===== config.mk =====
export PLATFORM = sky130hd
export DESIGN_NAME = cbr_range_cell
export DESIGN_NICKNAME = d
export VERILOG_FILES = /design/src/design/cbr_pkg.sv /design/src/design/cbr_range_cell.sv
export SDC_FILE = /design/constraint.sdc
export NUM_CORES = 1
export LEC_CHECK = 0
export BUFFER_PORTS_ARGS = -buffer_cell sky130_fd_sc_hd__buf_2
export CAP_MARGIN = 0
export CORE_AREA = 2 2 197 199
export DETAILED_ROUTE_END_ITERATION = 10
export DIE_AREA = 0 0 199 201
export GPL_TIMING_DRIVEN = 0
export SYNTH_ARGS = -nofsm -noshare
export SYNTH_HDL_FRONTEND = slang
export SYNTH_SLANG_ARGS = --single-unit
export TNS_END_PERCENT = 100

===== constraint.sdc =====
create_clock -name clk -period 2.4 [get_ports clk]
set_input_delay 0.24 -clock clk [delete_from_list [all_inputs] [get_ports clk]]
set_output_delay 0.24 -clock clk [all_outputs]
set_load 0.01 [all_outputs]

===== src/design/cbr_pkg.sv =====
`default_nettype none
package cbr_pkg;

  localparam int RANK_W  = 32;
  localparam int EXT_W   = 16;
  localparam int PARTS_W = 9;
  localparam int COORD_W = 8;
  localparam int COLOR_W = 24;
  localparam int VOL_W   = 64;
  localparam int NDIM    = 4;
  localparam int NLANE   = 2 * NDIM;
  localparam int NUM_W   = 24;

  typedef enum logic [2:0] {
    REG_DIMS   = 3'd0,
    REG_PARTS0 = 3'd1,
    REG_PARTS1 = 3'd2,
    REG_PARTS2 = 3'd3,
    REG_PARTS3 = 3'd4
  } cfg_reg_t;

  typedef struct packed {
    logic [RANK_W-1:0] proc_rank;
    logic [EXT_W-1:0]  extent_dim0;
    logic [EXT_W-1:0]  extent_dim1;
    logic [EXT_W-1:0]  extent_dim2;
    logic [EXT_W-1:0]  extent_dim3;
  } in_item_t;

  typedef struct packed {
    logic [1:0]         dim_index;
    logic [EXT_W-1:0]   range_start;
    logic [EXT_W-1:0]   range_end;
    logic [EXT_W-1:0]   slice_length;
    logic [COORD_W-1:0] fiber_rank;
    logic [COLOR_W-1:0] fiber_color;
    logic [VOL_W-1:0]   block_volume;
    logic               last;
  } out_item_t;

  typedef struct packed {
    logic [RANK_W-1:0]             w;
    logic [PARTS_W-1:0]            rem;
    logic [NDIM-1:0][COORD_W-1:0]  coord;
    logic [NDIM-1:0][EXT_W-1:0]    ext;
  } rad_t;

  typedef struct packed {
    logic [NDIM-1:0][COORD_W-1:0]  coord;
    logic [NLANE-1:0][EXT_W-1:0]   rw;
    logic [NLANE-1:0][PARTS_W-1:0] rr;
  } rng_t;

  typedef struct packed {
    logic [NDIM-1:0][EXT_W-1:0]    rs;
    logic [NDIM-1:0][EXT_W-1:0]    re;
    logic [NDIM-1:0][EXT_W-1:0]    len;
    logic [NDIM-1:0][EXT_W-1:0]    lv;
    logic [NDIM-1:0][COORD_W-1:0]  coord;
    logic [NDIM-1:0][COLOR_W-1:0]  color;
    logic [2*EXT_W-1:0]            p01;
    logic [2*EXT_W-1:0]            p23;
    logic [VOL_W-1:0]              vol;
  } fin_t;

  // one restoring step: returns {quotient bit, new remainder}
  function automatic logic [PARTS_W:0] div_step(input logic [PARTS_W-1:0] rem,
                                                input logic bin,
                                                input logic [PARTS_W-1:0] den);
    logic [PARTS_W:0]   t;
    logic               ge;
    logic [PARTS_W-1:0] r;
    t  = {rem, bin};
    ge = (t >= {1'b0, den});
    r  = ge ? PARTS_W'(t - {1'b0, den}) : t[PARTS_W-1:0];
    return {ge, r};
  endfunction

endpackage
`default_nettype wire


===== src/design/cbr_range_cell.sv =====
`default_nettype none
module cbr_range_cell import cbr_pkg::*; (
  input  logic                         clk,
  input  logic                         rst_n,
  input  logic [NDIM-1:0][PARTS_W-1:0] parts,
  input  logic                         in_vld,
  input  rng_t                         in_q,
  output logic                         out_vld,
  output rng_t                         out_q
);

  logic vld_r;
  rng_t q_r, q_nxt;

  always_comb begin
    logic [PARTS_W:0] st;
    q_nxt = in_q;
    for (int j = 0; j < NLANE; j++) begin
      st          = div_step(in_q.rr[j], in_q.rw[j][EXT_W-1], parts[j/2]);
      q_nxt.rw[j] = {in_q.rw[j][EXT_W-2:0], st[PARTS_W]};
      q_nxt.rr[j] = st[PARTS_W-1:0];
    end
  end

  always_ff @(posedge clk) begin
    if (!rst_n) begin
      vld_r <= 1'b0;
    end else begin
      vld_r <= in_vld;
    end
  end

  always_ff @(posedge clk) begin
    q_r <= q_nxt;
  end

  assign out_vld = vld_r;
  assign out_q   = q_r;

endmodule
`default_nettype wire


== Yosys cells after proc, flatten, opt, wreduce, memory -nomap -nowiden ==
Cells that the tools add are included.
Storage, ports and cells
  input port bits: 271
  bits in registers: 233
  word-level logic and storage cells: 45
  RAM bits: 0
  output and inout bits: 233
  memories kept: 0
  memory bits (read-only): 0
  latch bits: 0
Operators by class
  $lt $le $gt $ge: 8
  bitwise logic cells: 0
  reductions and logical operators: 0
  add/subtract/negate cells: 8
  eq/ne operators: 0
  div/mod/pow operators: 0
  shift operators: 0
  multiply operators: 0
  mux-type cells: 8
Operators by type and width (number)
  greater-or-equal comparator 10 x 9 -> 1 bit: 8
  2-to-1 mux 9 bit: 8
  subtractor 9 bit: 8

== Longest topological paths before layout ==
  word-level depth: 2
  gate-level depth with buffers: 10
  gate-level depth less buffers: 9

== Worst setup path after synthesis ==
Ideal clock, no wire load.
  kind: input to register
  start point: input in_q[103] in the netlist's numbering
  end point: register q_r (netlist bit out_q[10])
  arrival: 2.404 ns
  library setup time: 0.121 ns
  slack: -0.125 ns
  cell stages on the path: 9
  path buffers: 0
  cell sequence: inv_1 > ha_1 > inv_1 > fa_1 > a21oi_2 > o22ai_1 > o31a_1 > a2111oi_4 > mux2_2
RTL lines
  start: declaration: line cbr_range_cell.sv:7  | input rng_t in_q,
  end signal: assignment: line cbr_range_cell.sv:34  | q_r <= q_nxt;
  end: declaration: line cbr_range_cell.sv:13  | rng_t q_r, q_nxt;

==> results list <==
- Worst stage delay on the critical path: 0.54 ns
- The number of antenna violations at the first check in global routing is 3.
- In this run the deepest clock path goes through 3 buffers.
* LEAKAGE: 7.24 nW
- Detailed placement ended at an HPWL of 23300 um.
- Flop and latch count out of synthesis: 233
* First-pass detailed-route iteration total: 4
- Number of placement rows: 72
- For this run, asynchronously set or reset flops after synthesis account for 0.
- Highest attainable clock frequency: 0.424 GHz
* Wire length on met1: 12000 um
- The count of nets left with antenna violations once routing finished came out at 0.
- Crit-path cells: dlygate4sd3_1 -> buf_2 -> fa_1 -> a21o_1 -> a21oi_1 -> a311o_1 -> a22oi_1 -> mux2_2
* Hold Crit Class: in2reg
- Clock tree root driver cell: sky130_fd_sc_hd__clkbuf_16
- Critical setup path kind: in2reg
- After detailed routing, no signal wire sits above met4.
* Rel. slew slack: 0.635
- Dividing the detail-routed wire length by the instance count gives 15.5 um.
- Worst vdd ir: 0.000555 V
- Synth-to-Final Area Change: 74.3%
* Post-Synthesis Net Count: 1098
* Setup_tns: 0 ns
* Vias in the first global route: 8937
- The slowest stage of the critical path is the sky130_fd_sc_hd__dlygate4sd3_1 cell.
- Die area: 40000 um2
- Tot GR Track Use: 0.150
- Type of element capturing the critical path: register
- DP Area: 11800 um2
- Summed over all instances, the cell type with the most area after synthesis is sky130_fd_sc_hd__dfxtp_1.
* Post-route cell area: 15000 um2
* Mapped cell area: 8620 um2
* Total count of max-transition violations in the final report: 0
* Number of enable-type register cells in the synthesized netlist: 0
* Via count: 8557
- For this block, the initial DRC count from the detailed router was 221.
- After clock tree synthesis, the clock-pin slew on the worst setup and hold paths is 0.06 ns.
- Timing analysis after detailed placement gives a worst setup slack of -0.464 ns.
- The cell family contributing the most delay on the critical path is compound AO/OA/AOI/OAI gates.
- Of the cells placed in the final design, the portion with a size suffix greater than 1 is 0.409.
* Boundary Pins: 504
- # DRC: 0
* Weighted congestion at the end of routability-driven global placement: 0.871
- The die is 201 um tall.
* Final global-route overflow total: 0
- Number of sinks on the clock net: 233
* Vias/cell: 4.18
* Fillers: 3670
- Width of the chip: 199 um
- The total area inside the core boundary comes to 38100 um2.
* Unique masters post-synth: 51
- Met2 routed wirelength: 15300 um
- Worst Path Buf+Inv: 2
- Maximum number of pins on one net before global-route repair: 14
* Warnings, synthesis: 0
* Data arrival time of the critical path: 2.79 ns
- Combined flip-flop and latch cell area: 4660 um2
* Final setup violation count: 0
- Starting density of the core: 0.226
- Of the post-synthesis cell area, the dominant cell type holds 0.541.
- Number of H-tree levels: 1
- After the last flow step, the layout net total stands at 1858.
- First-pass GRT wire length: 46800 um
- The average instance in the mapped netlist occupies 11.5 um2.
- Routed wire length: 31700 um
* PortBufs: 503
- TritonCTS buffer count: 26
* Reported max-cap violation count: 0
- Share of the clock period used by the worst path: 0.984
* Final cell utilization of the core: 0.395
* Portion of the post-synthesis area used by sequential elements: 0.541
* Top flip-flop cell by instance count after synthesis: sky130_fd_sc_hd__dfxtp_1
- Synth Instances: 747
* Critical path launch point type: input port
* Transition time at the pin with the least slew margin: 0.547 ns
- Status: completed
- Data on the critical path is required at its endpoint by 2.83 ns.
* Detailed route wirelength on metal3: 3190 um
- Worst-path maximum fanout: 4
- In the final layout, the multi-input gates occupy 3760 um2.
* Clock tree from TritonCTS: yes
- Power spread over the standard cell area amounts to 720 nW/um2.
- Yosys attributes the largest share of cell area to sky130_fd_sc_hd__dfxtp_1 (54%), sky130_fd_sc_hd__ha_1 (10%), sky130_fd_sc_hd__mux2_2 (6.5%).
- After layout, the worst setup slack is 0.0392 ns.
* Period minus WS final: 2.36 ns
- Number of failing hold endpoints at the final stage: 0
power breakdown:
group / switching (mW) / internal (mW) / total [mW]
clock: 1.65 / 2.42 / 4.07
sequential: 0.112 / 4.27 / 4.38
combinational: 1.16 / 1.23 / 2.38
total: 2.92 / 7.91 / 10.8
final timing paths:
path	slack (ns)	end	from	cells past startpoint
max	0.04	out_q[65]$_DFF_P_	in_q[63]	8
min	0.03	out_q[104]$_DFF_P_	in_q[26]	3
area by class of cell:
cell class	count	share of cell area
flip-flops and latches	233	0.310
repair buffers	731	0.320
plain buffers	6	0.00225
clock inverters	12	0.00857
multi-input cells	448	0.250
well taps	518	0.0431
clock buffers	34	0.0500
diodes	4	0.000666
inverters	61	0.0152
cell usage after synthesis, types with 4 or more instances:
cell / instances
sky130_fd_sc_hd__dfxtp_1: 233
sky130_fd_sc_hd__ha_1: 72
sky130_fd_sc_hd__inv_1: 61
sky130_fd_sc_hd__mux2_2: 50
sky130_fd_sc_hd__a21oi_1: 41
sky130_fd_sc_hd__nor2_1: 30
sky130_fd_sc_hd__o21ai_0: 27
sky130_fd_sc_hd__xnor2_1: 26
sky130_fd_sc_hd__nand2_1: 22
sky130_fd_sc_hd__a21o_1: 16
sky130_fd_sc_hd__nand3_1: 12
sky130_fd_sc_hd__xor2_1: 12
sky130_fd_sc_hd__o21a_1: 11
sky130_fd_sc_hd__mux2i_1: 10
sky130_fd_sc_hd__fa_1: 8
sky130_fd_sc_hd__nand4_1: 8
sky130_fd_sc_hd__nor2b_1: 8
sky130_fd_sc_hd__nor3_1: 8
sky130_fd_sc_hd__a221oi_1: 6
sky130_fd_sc_hd__nand2b_1: 6
sky130_fd_sc_hd__nand3b_1: 6
sky130_fd_sc_hd__a21boi_0: 5
sky130_fd_sc_hd__a31o_2: 5
sky130_fd_sc_hd__and3_1: 5
sky130_fd_sc_hd__clkbuf_1: 5
sky130_fd_sc_hd__o31ai_1: 5
sky130_fd_sc_hd__o31a_1: 4
metrics by stage:
| stage | instances | power, mW | hold WS, ns |
|---|---|---|---|
| global route | 2046 | 11.4 | 0.0293 |
| global placement | 1768 | 6.48 | 0.343 |
| floorplan | 747 | 5.60 | 0.268 |
| CTS | 2040 | 10.9 | 0.00729 |
| detailed placement | 1768 | 6.50 | 0.344 |
| finish | 2047 | 10.8 | 0.0310 |
cell families after synthesis:
family	count (synthesis)	synth area share
XOR/XNOR	38	0.0386
AO/OA/AOI/OAI	154	0.123
adder cells (fa/ha/maj)	80	0.123
buffers and inverters	67	0.0300
AND/OR/NAND/NOR	115	0.0672
flip-flops	233	0.541
multiplexers	60	0.0769
timing repair:
action	4_1_cts	5_1_grt
buffers inserted	0	2
resized for setup	0	17
hold endpoints to repair	224	0
hold buffers	226	0
setup endpoints to repair	0	59
worst min-delay path, delay by kind of cell:
kind / cells / cell delay (ns)
buffers and inverters: 1 / 0.09
AOI/OAI and AO/OA: 2 / 0.18
routing by layer:
metal,global-route usage,vias to the layer above
met3,0.0554,71
met4,0.0533,0
met2,0.267,409
li1,-,4169
met1,0.161,3908
met5,0,-
registers in the layout, summed over array words and instances, names as in the netlist:
register,flops
out_vld,1
out_q,232
placed cells by master, fill, tap and decap left out, types with 10 or more instances in the layout:
| cell type | count |
|---|---|
| sky130_fd_sc_hd__nand3_1 | 12 |
| sky130_fd_sc_hd__o21a_1 | 11 |
| sky130_fd_sc_hd__ha_1 | 72 |
| sky130_fd_sc_hd__dlygate4sd3_1 | 226 |
| sky130_fd_sc_hd__inv_1 | 61 |
| sky130_fd_sc_hd__mux2_2 | 49 |
| sky130_fd_sc_hd__a21oi_1 | 40 |
| sky130_fd_sc_hd__buf_2 | 504 |
| sky130_fd_sc_hd__nor2_1 | 30 |
| sky130_fd_sc_hd__a21o_1 | 16 |
| sky130_fd_sc_hd__dfxtp_1 | 233 |
| sky130_fd_sc_hd__clkbuf_16 | 27 |
| sky130_fd_sc_hd__o21ai_0 | 27 |
| sky130_fd_sc_hd__xnor2_1 | 26 |
| sky130_fd_sc_hd__xor2_1 | 12 |
| sky130_fd_sc_hd__mux2i_1 | 10 |
| sky130_fd_sc_hd__nand2_1 | 21 |
Note: power is estimated with default switching activity, not from simulation.
