==> src/design/cbr_pkg.sv <==
`default_nettype none
package cbr_pkg;

  localparam int RANK_W  = 32;
  localparam int EXT_W   = 16;
  localparam int PARTS_W = 9;
  localparam int COORD_W = 8;
  localparam int COLOR_W = 24;
  localparam int VOL_W   = 64;
  localparam int NDIM    = 4;
  localparam int NLANE   = 2 * NDIM;
  localparam int NUM_W   = 24;

  typedef enum logic [2:0] {
    REG_DIMS   = 3'd0,
    REG_PARTS0 = 3'd1,
    REG_PARTS1 = 3'd2,
    REG_PARTS2 = 3'd3,
    REG_PARTS3 = 3'd4
  } cfg_reg_t;

  typedef struct packed {
    logic [RANK_W-1:0] proc_rank;
    logic [EXT_W-1:0]  extent_dim0;
    logic [EXT_W-1:0]  extent_dim1;
    logic [EXT_W-1:0]  extent_dim2;
    logic [EXT_W-1:0]  extent_dim3;
  } in_item_t;

  typedef struct packed {
    logic [1:0]         dim_index;
    logic [EXT_W-1:0]   range_start;
    logic [EXT_W-1:0]   range_end;
    logic [EXT_W-1:0]   slice_length;
    logic [COORD_W-1:0] fiber_rank;
    logic [COLOR_W-1:0] fiber_color;
    logic [VOL_W-1:0]   block_volume;
    logic               last;
  } out_item_t;

  typedef struct packed {
    logic [RANK_W-1:0]             w;
    logic [PARTS_W-1:0]            rem;
    logic [NDIM-1:0][COORD_W-1:0]  coord;
    logic [NDIM-1:0][EXT_W-1:0]    ext;
  } rad_t;

  typedef struct packed {
    logic [NDIM-1:0][COORD_W-1:0]  coord;
    logic [NLANE-1:0][EXT_W-1:0]   rw;
    logic [NLANE-1:0][PARTS_W-1:0] rr;
  } rng_t;

  typedef struct packed {
    logic [NDIM-1:0][EXT_W-1:0]    rs;
    logic [NDIM-1:0][EXT_W-1:0]    re;
    logic [NDIM-1:0][EXT_W-1:0]    len;
    logic [NDIM-1:0][EXT_W-1:0]    lv;
    logic [NDIM-1:0][COORD_W-1:0]  coord;
    logic [NDIM-1:0][COLOR_W-1:0]  color;
    logic [2*EXT_W-1:0]            p01;
    logic [2*EXT_W-1:0]            p23;
    logic [VOL_W-1:0]              vol;
  } fin_t;

  // one restoring step: returns {quotient bit, new remainder}
  function automatic logic [PARTS_W:0] div_step(input logic [PARTS_W-1:0] rem,
                                                input logic bin,
                                                input logic [PARTS_W-1:0] den);
    logic [PARTS_W:0]   t;
    logic               ge;
    logic [PARTS_W-1:0] r;
    t  = {rem, bin};
    ge = (t >= {1'b0, den});
    r  = ge ? PARTS_W'(t - {1'b0, den}) : t[PARTS_W-1:0];
    return {ge, r};
  endfunction

endpackage
`default_nettype wire

==> src/design/cbr_radix_cell.sv <==
`default_nettype none
module cbr_radix_cell import cbr_pkg::*; #(
  parameter int DIM  = 0,
  parameter bit LAST = 1'b0
) (
  input  logic               clk,
  input  logic               rst_n,
  input  logic [PARTS_W-1:0] den,
  input  logic [2:0]         nd,
  input  logic               in_vld,
  input  rad_t               in_q,
  output logic               out_vld,
  output rad_t               out_q
);

  logic           vld_r;
  rad_t           q_r, q_nxt;
  logic [PARTS_W:0] st;

  always_comb begin
    st      = div_step(in_q.rem, in_q.w[RANK_W-1], den);
    q_nxt   = in_q;
    q_nxt.w = {in_q.w[RANK_W-2:0], st[PARTS_W]};
    q_nxt.rem = st[PARTS_W-1:0];
    if (LAST) begin
      q_nxt.rem        = '0;
      q_nxt.coord[DIM] = (3'(DIM) < nd) ? st[COORD_W-1:0] : '0;
    end
  end

  always_ff @(posedge clk) begin
    if (!rst_n) begin
      vld_r <= 1'b0;
    end else begin
      vld_r <= in_vld;
    end
  end

  always_ff @(posedge clk) begin
    q_r <= q_nxt;
  end

  assign out_vld = vld_r;
  assign out_q   = q_r;

endmodule
`default_nettype wire

==> config.mk <==
export PLATFORM = sky130hd
export DESIGN_NAME = cbr_radix_cell
export DESIGN_NICKNAME = d
export VERILOG_FILES = /design/src/design/cbr_pkg.sv /design/src/design/cbr_radix_cell.sv
export SDC_FILE = /design/constraint.sdc
export NUM_CORES = 1
export LEC_CHECK = 0
export BUFFER_PORTS_ARGS = -buffer_cell sky130_fd_sc_hd__buf_2
export CAP_MARGIN = 25
export CORE_MARGIN = 5
export CORE_UTILIZATION = 25
export CTS_CLUSTER_SIZE = 24
export DETAILED_ROUTE_END_ITERATION = 7
export GPL_TIMING_DRIVEN = 0
export PLACE_DENSITY = 0.56
export SYNTH_ARGS = -nofsm -noshare
export SYNTH_HDL_FRONTEND = slang
export SYNTH_SLANG_ARGS = --single-unit
==> constraint.sdc <==
create_clock -name clk -period 2.3 [get_ports clk]
set_input_delay 0.23 -clock clk [delete_from_list [all_inputs] [get_ports clk]]
set_output_delay 0.23 -clock clk [all_outputs]
set_load 0.02 [all_outputs]
# --- Word level (Yosys, flattened, before mapping) ---
# Cells that the tools add are included.
word_totals:
  ramBits: 0
  elab_cells: 14
  memories: 0
  mem_bits_ro: 0
  output_inout_bits: 138
  latchBits: 0
  regBits: 138
  in_bits: 152
op_classes:
  n_reduce_logical: 0
  n_shift: 0
  muxes: 1
  eq_ne: 0
  n_bitwise: 0
  div_mod_pow: 0
  n_mul: 0
  magnitude_cmp: 1
  add_sub_neg: 1
ops:
  columns: ["cell", "count"]
  rows:
  - ["$ge 10x9->1", 1]
  - ["$mux 9", 1]
  - ["$sub 9x9->9", 1]

# --- Longest topological paths before layout ---
# Gate-level depths: netlist (run 1).
depth:
  depth_word: 2
  depth_mapped: 9
  depth_no_buf: 9

# --- Worst setup path after synthesis (run 1) ---
# Ideal clock, no wire load.
synth_path:
  path_kind: "in2reg"
  startpoint: "in in_q[136] (netlist name)"
  endpoint: "reg q_r (netlist bit out_q[100])"
  path_buffers: 0
  arrival_time_ps: 2054
  slack_ps: 124
  setup_ps: 121
  required_time_ps: 2179
  stages: 9
  cell_sequence: "inv_1 ha_1 inv_1 fa_1 a211oi_2 o21ai_2 a211oi_4 inv_4 mux2_4"
synth_rtl:
  columns: ["item", "line", "rtl"]
  rows:
  - ["from (decl)", "cbr_radix_cell.sv:11", "input rad_t in_q,"]
  - ["to (signal assigned)", "cbr_radix_cell.sv:40", "q_r <= q_nxt;"]
  - ["to (decl)", "cbr_radix_cell.sv:17", "rad_t q_r, q_nxt;"]

==> results of run 1 <==
[logic make-up after synthesis]
kind of cell	count (synthesis)	synth area share, %
AO/OA/AOI/OAI	33	7.71
multiplexers	6	2.22
adder cells (fa/ha/maj)	10	3.85
flip-flops	138	80.3
XOR/XNOR	3	0.763
AND/OR/NAND/NOR	18	3.02
buffers and inverters	17	2.18
[placed cells by master (no fill, tap or decap), types with 2 or more instances in the layout]
cell type	n
clkbuf_1	3
nand3_1	2
mux2i_1	2
clkinvlp_4	3
o31ai_1	2
a211oi_1	2
clkinv_4	2
clkinv_2	2
bufinv_16	3
a21o_1	3
inv_6	2
xnor2_1	2
clkbuf_16	17
nor2_1	2
ha_1	9
dlygate4sd3_1	127
a211o_1	2
a2111oi_0	2
dfxtp_1	138
inv_1	12
nand2_1	4
o211ai_1	4
a21oi_1	6
nand2b_1	3
buf_2	287
mux2_4	3
[power by group]
group          leakage (uW)  switching [uW]  internal (uW)
combinational       0.00197             449            416
sequential          0.00116            36.5           2540
clock              0.000285            1030           1710
total               0.00342            1520           4670
[through the flow]
| step | instances | hold WS [ns] | total power [uW] |
|---|---|---|---|
| final | 845 | 0.0265 | 6190 |
| after global routing | 845 | 0.0167 | 6440 |
| after CTS | 845 | 0.00849 | 6260 |
| after detailed placement | 687 | 0.334 | 3320 |
| after global placement | 687 | 0.333 | 3310 |
| after floorplan | 225 | 0.258 | 2990 |
[flip-flops by register name, summed over array words and instances, names as in the netlist]
register,count
out_vld,1
out_q,137
[cell usage after synthesis (2+ instances only)]
master,instances,area share [%]
a2111oi_0,2,0.51
dfxtp_1,138,80
nand3_1,2,0.29
mux2i_1,2,0.58
a211oi_1,2,0.44
a211o_1,2,0.51
ha_1,9,3.3
a21oi_1,6,0.87
nand2b_1,3,0.55
o31ai_1,2,0.44
nor2_1,2,0.22
mux2_4,3,1.3
o211ai_1,4,0.87
xnor2_1,2,0.51
inv_1,12,1.3
a21o_1,3,0.65
nand2_1,4,0.44
clkbuf_1,2,0.22
[worst paths after layout]
kind                  startpoint    endpoint  depth (start not counted)
worst max-delay path   in_q[136]  out_q[100]                         10
worst min-delay path      in_vld     out_vld                          2
[metal layers]
layer / part of all wire [%] / track usage [%] / vias up
li1: - / - / 1620
met1: 36 / 16.9 / 1527
met2: 53 / 29.3 / 181
met3: 8.1 / 5.51 / 29
met4: 2.8 / 6.50 / 0
met5: 0 / 0 / -
[final cells by class]
class,instances,area [sq um]
Timing Repair Buffer,413,2700
Multi-Input combinational cell,70,604
Sequential cell,138,2760
Fill cell,1120,6380
Clock buffer,18,429
Inverter,13,51.3
Clock inverter,13,169
Tap cell,176,220
Buffer,4,23.8
==> run_results.csv, run 1 <==
group,metric,value,unit
routing,vias,3357,
clock_network,clock-sinks,138,
placed_design,placed_area,5090,sq um
clock_network,cts_resized,0,
floorplan,coreArea,13300,sq um
synth,synth_ff_type,"dfxtp_1",
routing,route.detailed.drc,0,
sta,final_max_slew_viol_count,0,
final_layout,synthToLayoutAreaGrowth,102,%
floorplan,ios,290,
clock_network,htree_num_levels,4,
global_route,antenna_found_initial,0,
synth,synth_edf_count,0,
routing,viasPerCell,3.97,
placed_design,dp_slack,-0.239,ns
synth,yosys_warnings,0,
run_status,outcome,"complete, no violations",
pwr,powerDensity,889,nW/um^2
clock_network,holdBufCountCts,127,
placed_design,gp_congestion,0.834,
sta,setup_slack,0.211,ns
synth,avgSynthCellArea,15.3,sq um
synth,async_reset_ff_share,0,%
floorplan,die_x,127,microns
setup_path,cp-start-kind,"input pin",
setup_path,crit_buf_inv,4,
pwr,leakage,0.00342,uW
routing,wl,13400,microns
setup_path,arrival,2.38,ns
synth,yosysSeqAreaShare,80.3,%
sta,final.setup.tns,0,ns
final_layout,nets,819,
synth,syn_area,3440,sq um
setup_path,critPathMaxFanout,7,
global_route,grt_pass1_wl,20100,microns
floorplan,fp.dieH,127,microns
global_route,grt_usage,16.1,%
routing,dr.pass1.iters,4,
synth,ys_ff_latch,138,
setup_path,slowest_delay,0.43,ns
setup_path,cpMaxStageDelayCell,"fa_1",
global_route,grt_pass1_vias,3789,
final_layout,design_area,6960,sq um
sta,worst_slew_pin_slew,0.430,ns
sta,min_period,2.09,ns
min_path,hold_class,"input pin to flop",
floorplan,start_util,25.8,%
pwr,peakVddDrop,0.687,mV
setup_path,crit_top_cell,"inv_1",
setup_path,path_cells,"buf_2 -> inv_1 -> ha_1 -> inv_1 -> fa_1 -> a211oi_2 -> o21ai_2 -> a211oi_4 -> inv_4 -> mux2_4",
final_layout,final_util,52.2,%
placed_design,dp_hpwl,9180,microns
clock_network,cts_setup_buffers,0,
sta,rsz0062_at_grt,"false",
clock_network,cts-root-buf,"clkbuf_16",
setup_path,cp-end-kind,"flop",
clock_network,cts_max_path_buffers,2,
job,drv_cap,0,
routing,antenna_left,0,
clock_network,cts.clk_slew.worst_paths,0.06,ns
synth,ys_types,43,
final_layout,drive_gt1_share,49.2,%
final_layout,n_antenna_cell,0,
synth,synth_nets,387,
placed_design,numPortBuffers,286,
sta,max-slew-margin-rel,70.6,%
setup_path,path_class,"input pin to flop",
clock_network,cts-buffers-inserted,17,
synth,syn_inst,225,
sta,setup_viol,0,
clock_network,cts_tree,"done",
setup_path,crit_family,"compound AO/OA/AOI/OAI gates",
sta,period_share,90.8,%
floorplan,design.die.area,16200,sq um
global_route,grt_max_degree,17,
sta,hold_viol,0,
routing,wl_per_cell,15.9,microns
setup_path,critical_path_required,2.59,ns
routing,drt_iter0_drc,70,
global_route,grt_overflow_total,0,
sta,fmax,479,MHz
floorplan,placement_rows,42,
No activity file was read; power rests on OpenSTA's default activity.
==> run 2: changes to the inputs <==
Settings changed: PLACE_DENSITY 0.56 to unset.
==> run_results.csv, run 2 (synthesis gave the netlist of run 1 again) <==
group,metric,value,unit
run_status,outcome,"complete, no violations",
routing,antenna_left,0,
routing,drt_iter0_drc,86,
pwr,power,6360,uW
floorplan,placement_rows,42,
job,drv_cap,0,
final_layout,instances_no_fill,845,
sta,min_period,2.12,ns
floorplan,design.die.area,16200,sq um
clock_network,htree_num_levels,4,
final_layout,nets,819,
global_route,antenna_found_initial,0,
routing,route.detailed.drc,0,
clock_network,holdBufCountCts,127,
floorplan,fp.dieH,127,microns
sta,max-slew-margin-rel,62.1,%
global_route,grt_pass1_vias,3832,
routing,wl_per_cell,16.0,microns
global_route,grt_usage,16.4,%
clock_network,cts_tree,"done",
global_route,grt_pass1_wl,20400,microns
floorplan,start_util,25.8,%
final_layout,n_antenna_cell,0,
pwr,powerDensity,909,nW/um^2
routing,dr.pass1.iters,4,
placed_design,gp_congestion,0.810,
sta,worst_slew_pin_slew,0.555,ns
setup_path,critPathMaxFanout,7,
setup_path,cp-end-kind,"flop",
pwr,leakage,0.00344,uW
clock_network,cts_max_path_buffers,2,
sta,setup_viol,0,
clock_network,cts_setup_buffers,0,
sta,final_max_slew_viol_count,0,
floorplan,coreArea,13300,sq um
sta,hold_viol,0,
clock_network,cts_resized,0,
floorplan,die_x,127,microns
setup_path,cp-start-kind,"input pin",
setup_path,arrival,2.41,ns
min_path,hold_class,"input pin to flop",
clock_network,cts-buffers-inserted,17,
sta,period_share,92.1,%
setup_path,path_class,"input pin to flop",
routing,vias,3447,
clock_network,cts.clk_slew.worst_paths,0.06,ns
final_layout,ff_latch_area,2760,sq um
placed_design,numPortBuffers,286,
final_layout,synthToLayoutAreaGrowth,103,%
floorplan,ios,290,
routing,wl,13500,microns
sta,rsz0062_at_grt,"false",
global_route,grt_overflow_total,0,
pwr,peakVddDrop,0.454,mV
clock_network,cts-root-buf,"clkbuf_16",
final_layout,layout_common_cells,"buf_2 (287), dfxtp_1 (138), dlygate4sd3_1 (127), clkbuf_16 (17), inv_1 (12)",
sta,fmax,472,MHz
clock_network,clock-sinks,138,
final_layout,multiInputGateArea,604,sq um
final_layout,nFillCells,1124,
final_layout,largest_reg_flops,137,
final_layout,layout_commonest_cell,"buf_2",
setup_path,critical_path_required,2.59,ns
routing,viasPerCell,4.08,
placed_design,dp_hpwl,8970,microns
placed_design,dp.cells,687,
final_layout,final_util,52.4,%
sta,whs,0.0301,ns
global_route,grt_max_degree,17,
final_layout,drive_gt1_share,49.3,%
run 2: cell count changes in the layout (fill, tap and decap cells not counted), sizes merged:
cell	delta
clkinvlp	-2
inv	+4
clkbuf	-1
clkinv	-2
bufinv	+1
run 2: worst max-delay path, stage by stage:
cell	delay [ns]
buf_2	0.09
inv_1	0.06
ha_1	0.15
inv_1	0.05
fa_1	0.43
a211oi_2	0.36
o21ai_2	0.16
a211oi_4	0.41
inv_4	0.13
mux2_4	0.32
run 2: routing by layer:
metal | global-route usage [%] | wire length (microns) | up-vias
li1 | - | - | 1619
met5 | 0 | 0 | -
met1 | 16.0 | 4590 | 1586
met4 | 8.64 | 607 | 0
met2 | 29.5 | 7110 | 197
met3 | 6.84 | 1230 | 45
run 2: metrics by stage:
step / setup slack [ns] / instance area [sq um] / TNS [ns]
after global placement: -0.215 / 5090 / -0.997
after global routing: 0.0944 / 7000 / 0
after floorplan: 0.124 / 3440 / 0
after detailed placement: -0.234 / 5090 / -1.09
after CTS: 0.199 / 7000 / 0
final: 0.182 / 7000 / 0
run 2: area by class of cell:
cell class / count / share of cell area [%]
plain buffers: 4 / 0.340
clock buffers: 17 / 6.08
clock inverters: 14 / 2.97
inverters: 13 / 0.733
multi-input cells: 70 / 8.64
flip-flops and latches: 138 / 39.5
well taps: 176 / 3.15
repair buffers: 413 / 38.6
run 2: report_power, final:
group | internal, uW | switching, uW
logic | 417 | 445
registers | 2540 | 38.3
clock network | 1840 | 1080
total | 4800 | 1560
run 2: final timing paths:
check | start | to | slack, ns | depth (start not counted)
worst max-delay path | in_q[136] | out_q[100] | 0.18 | 10
worst min-delay path | rst_n | out_vld | 0.03 | 2
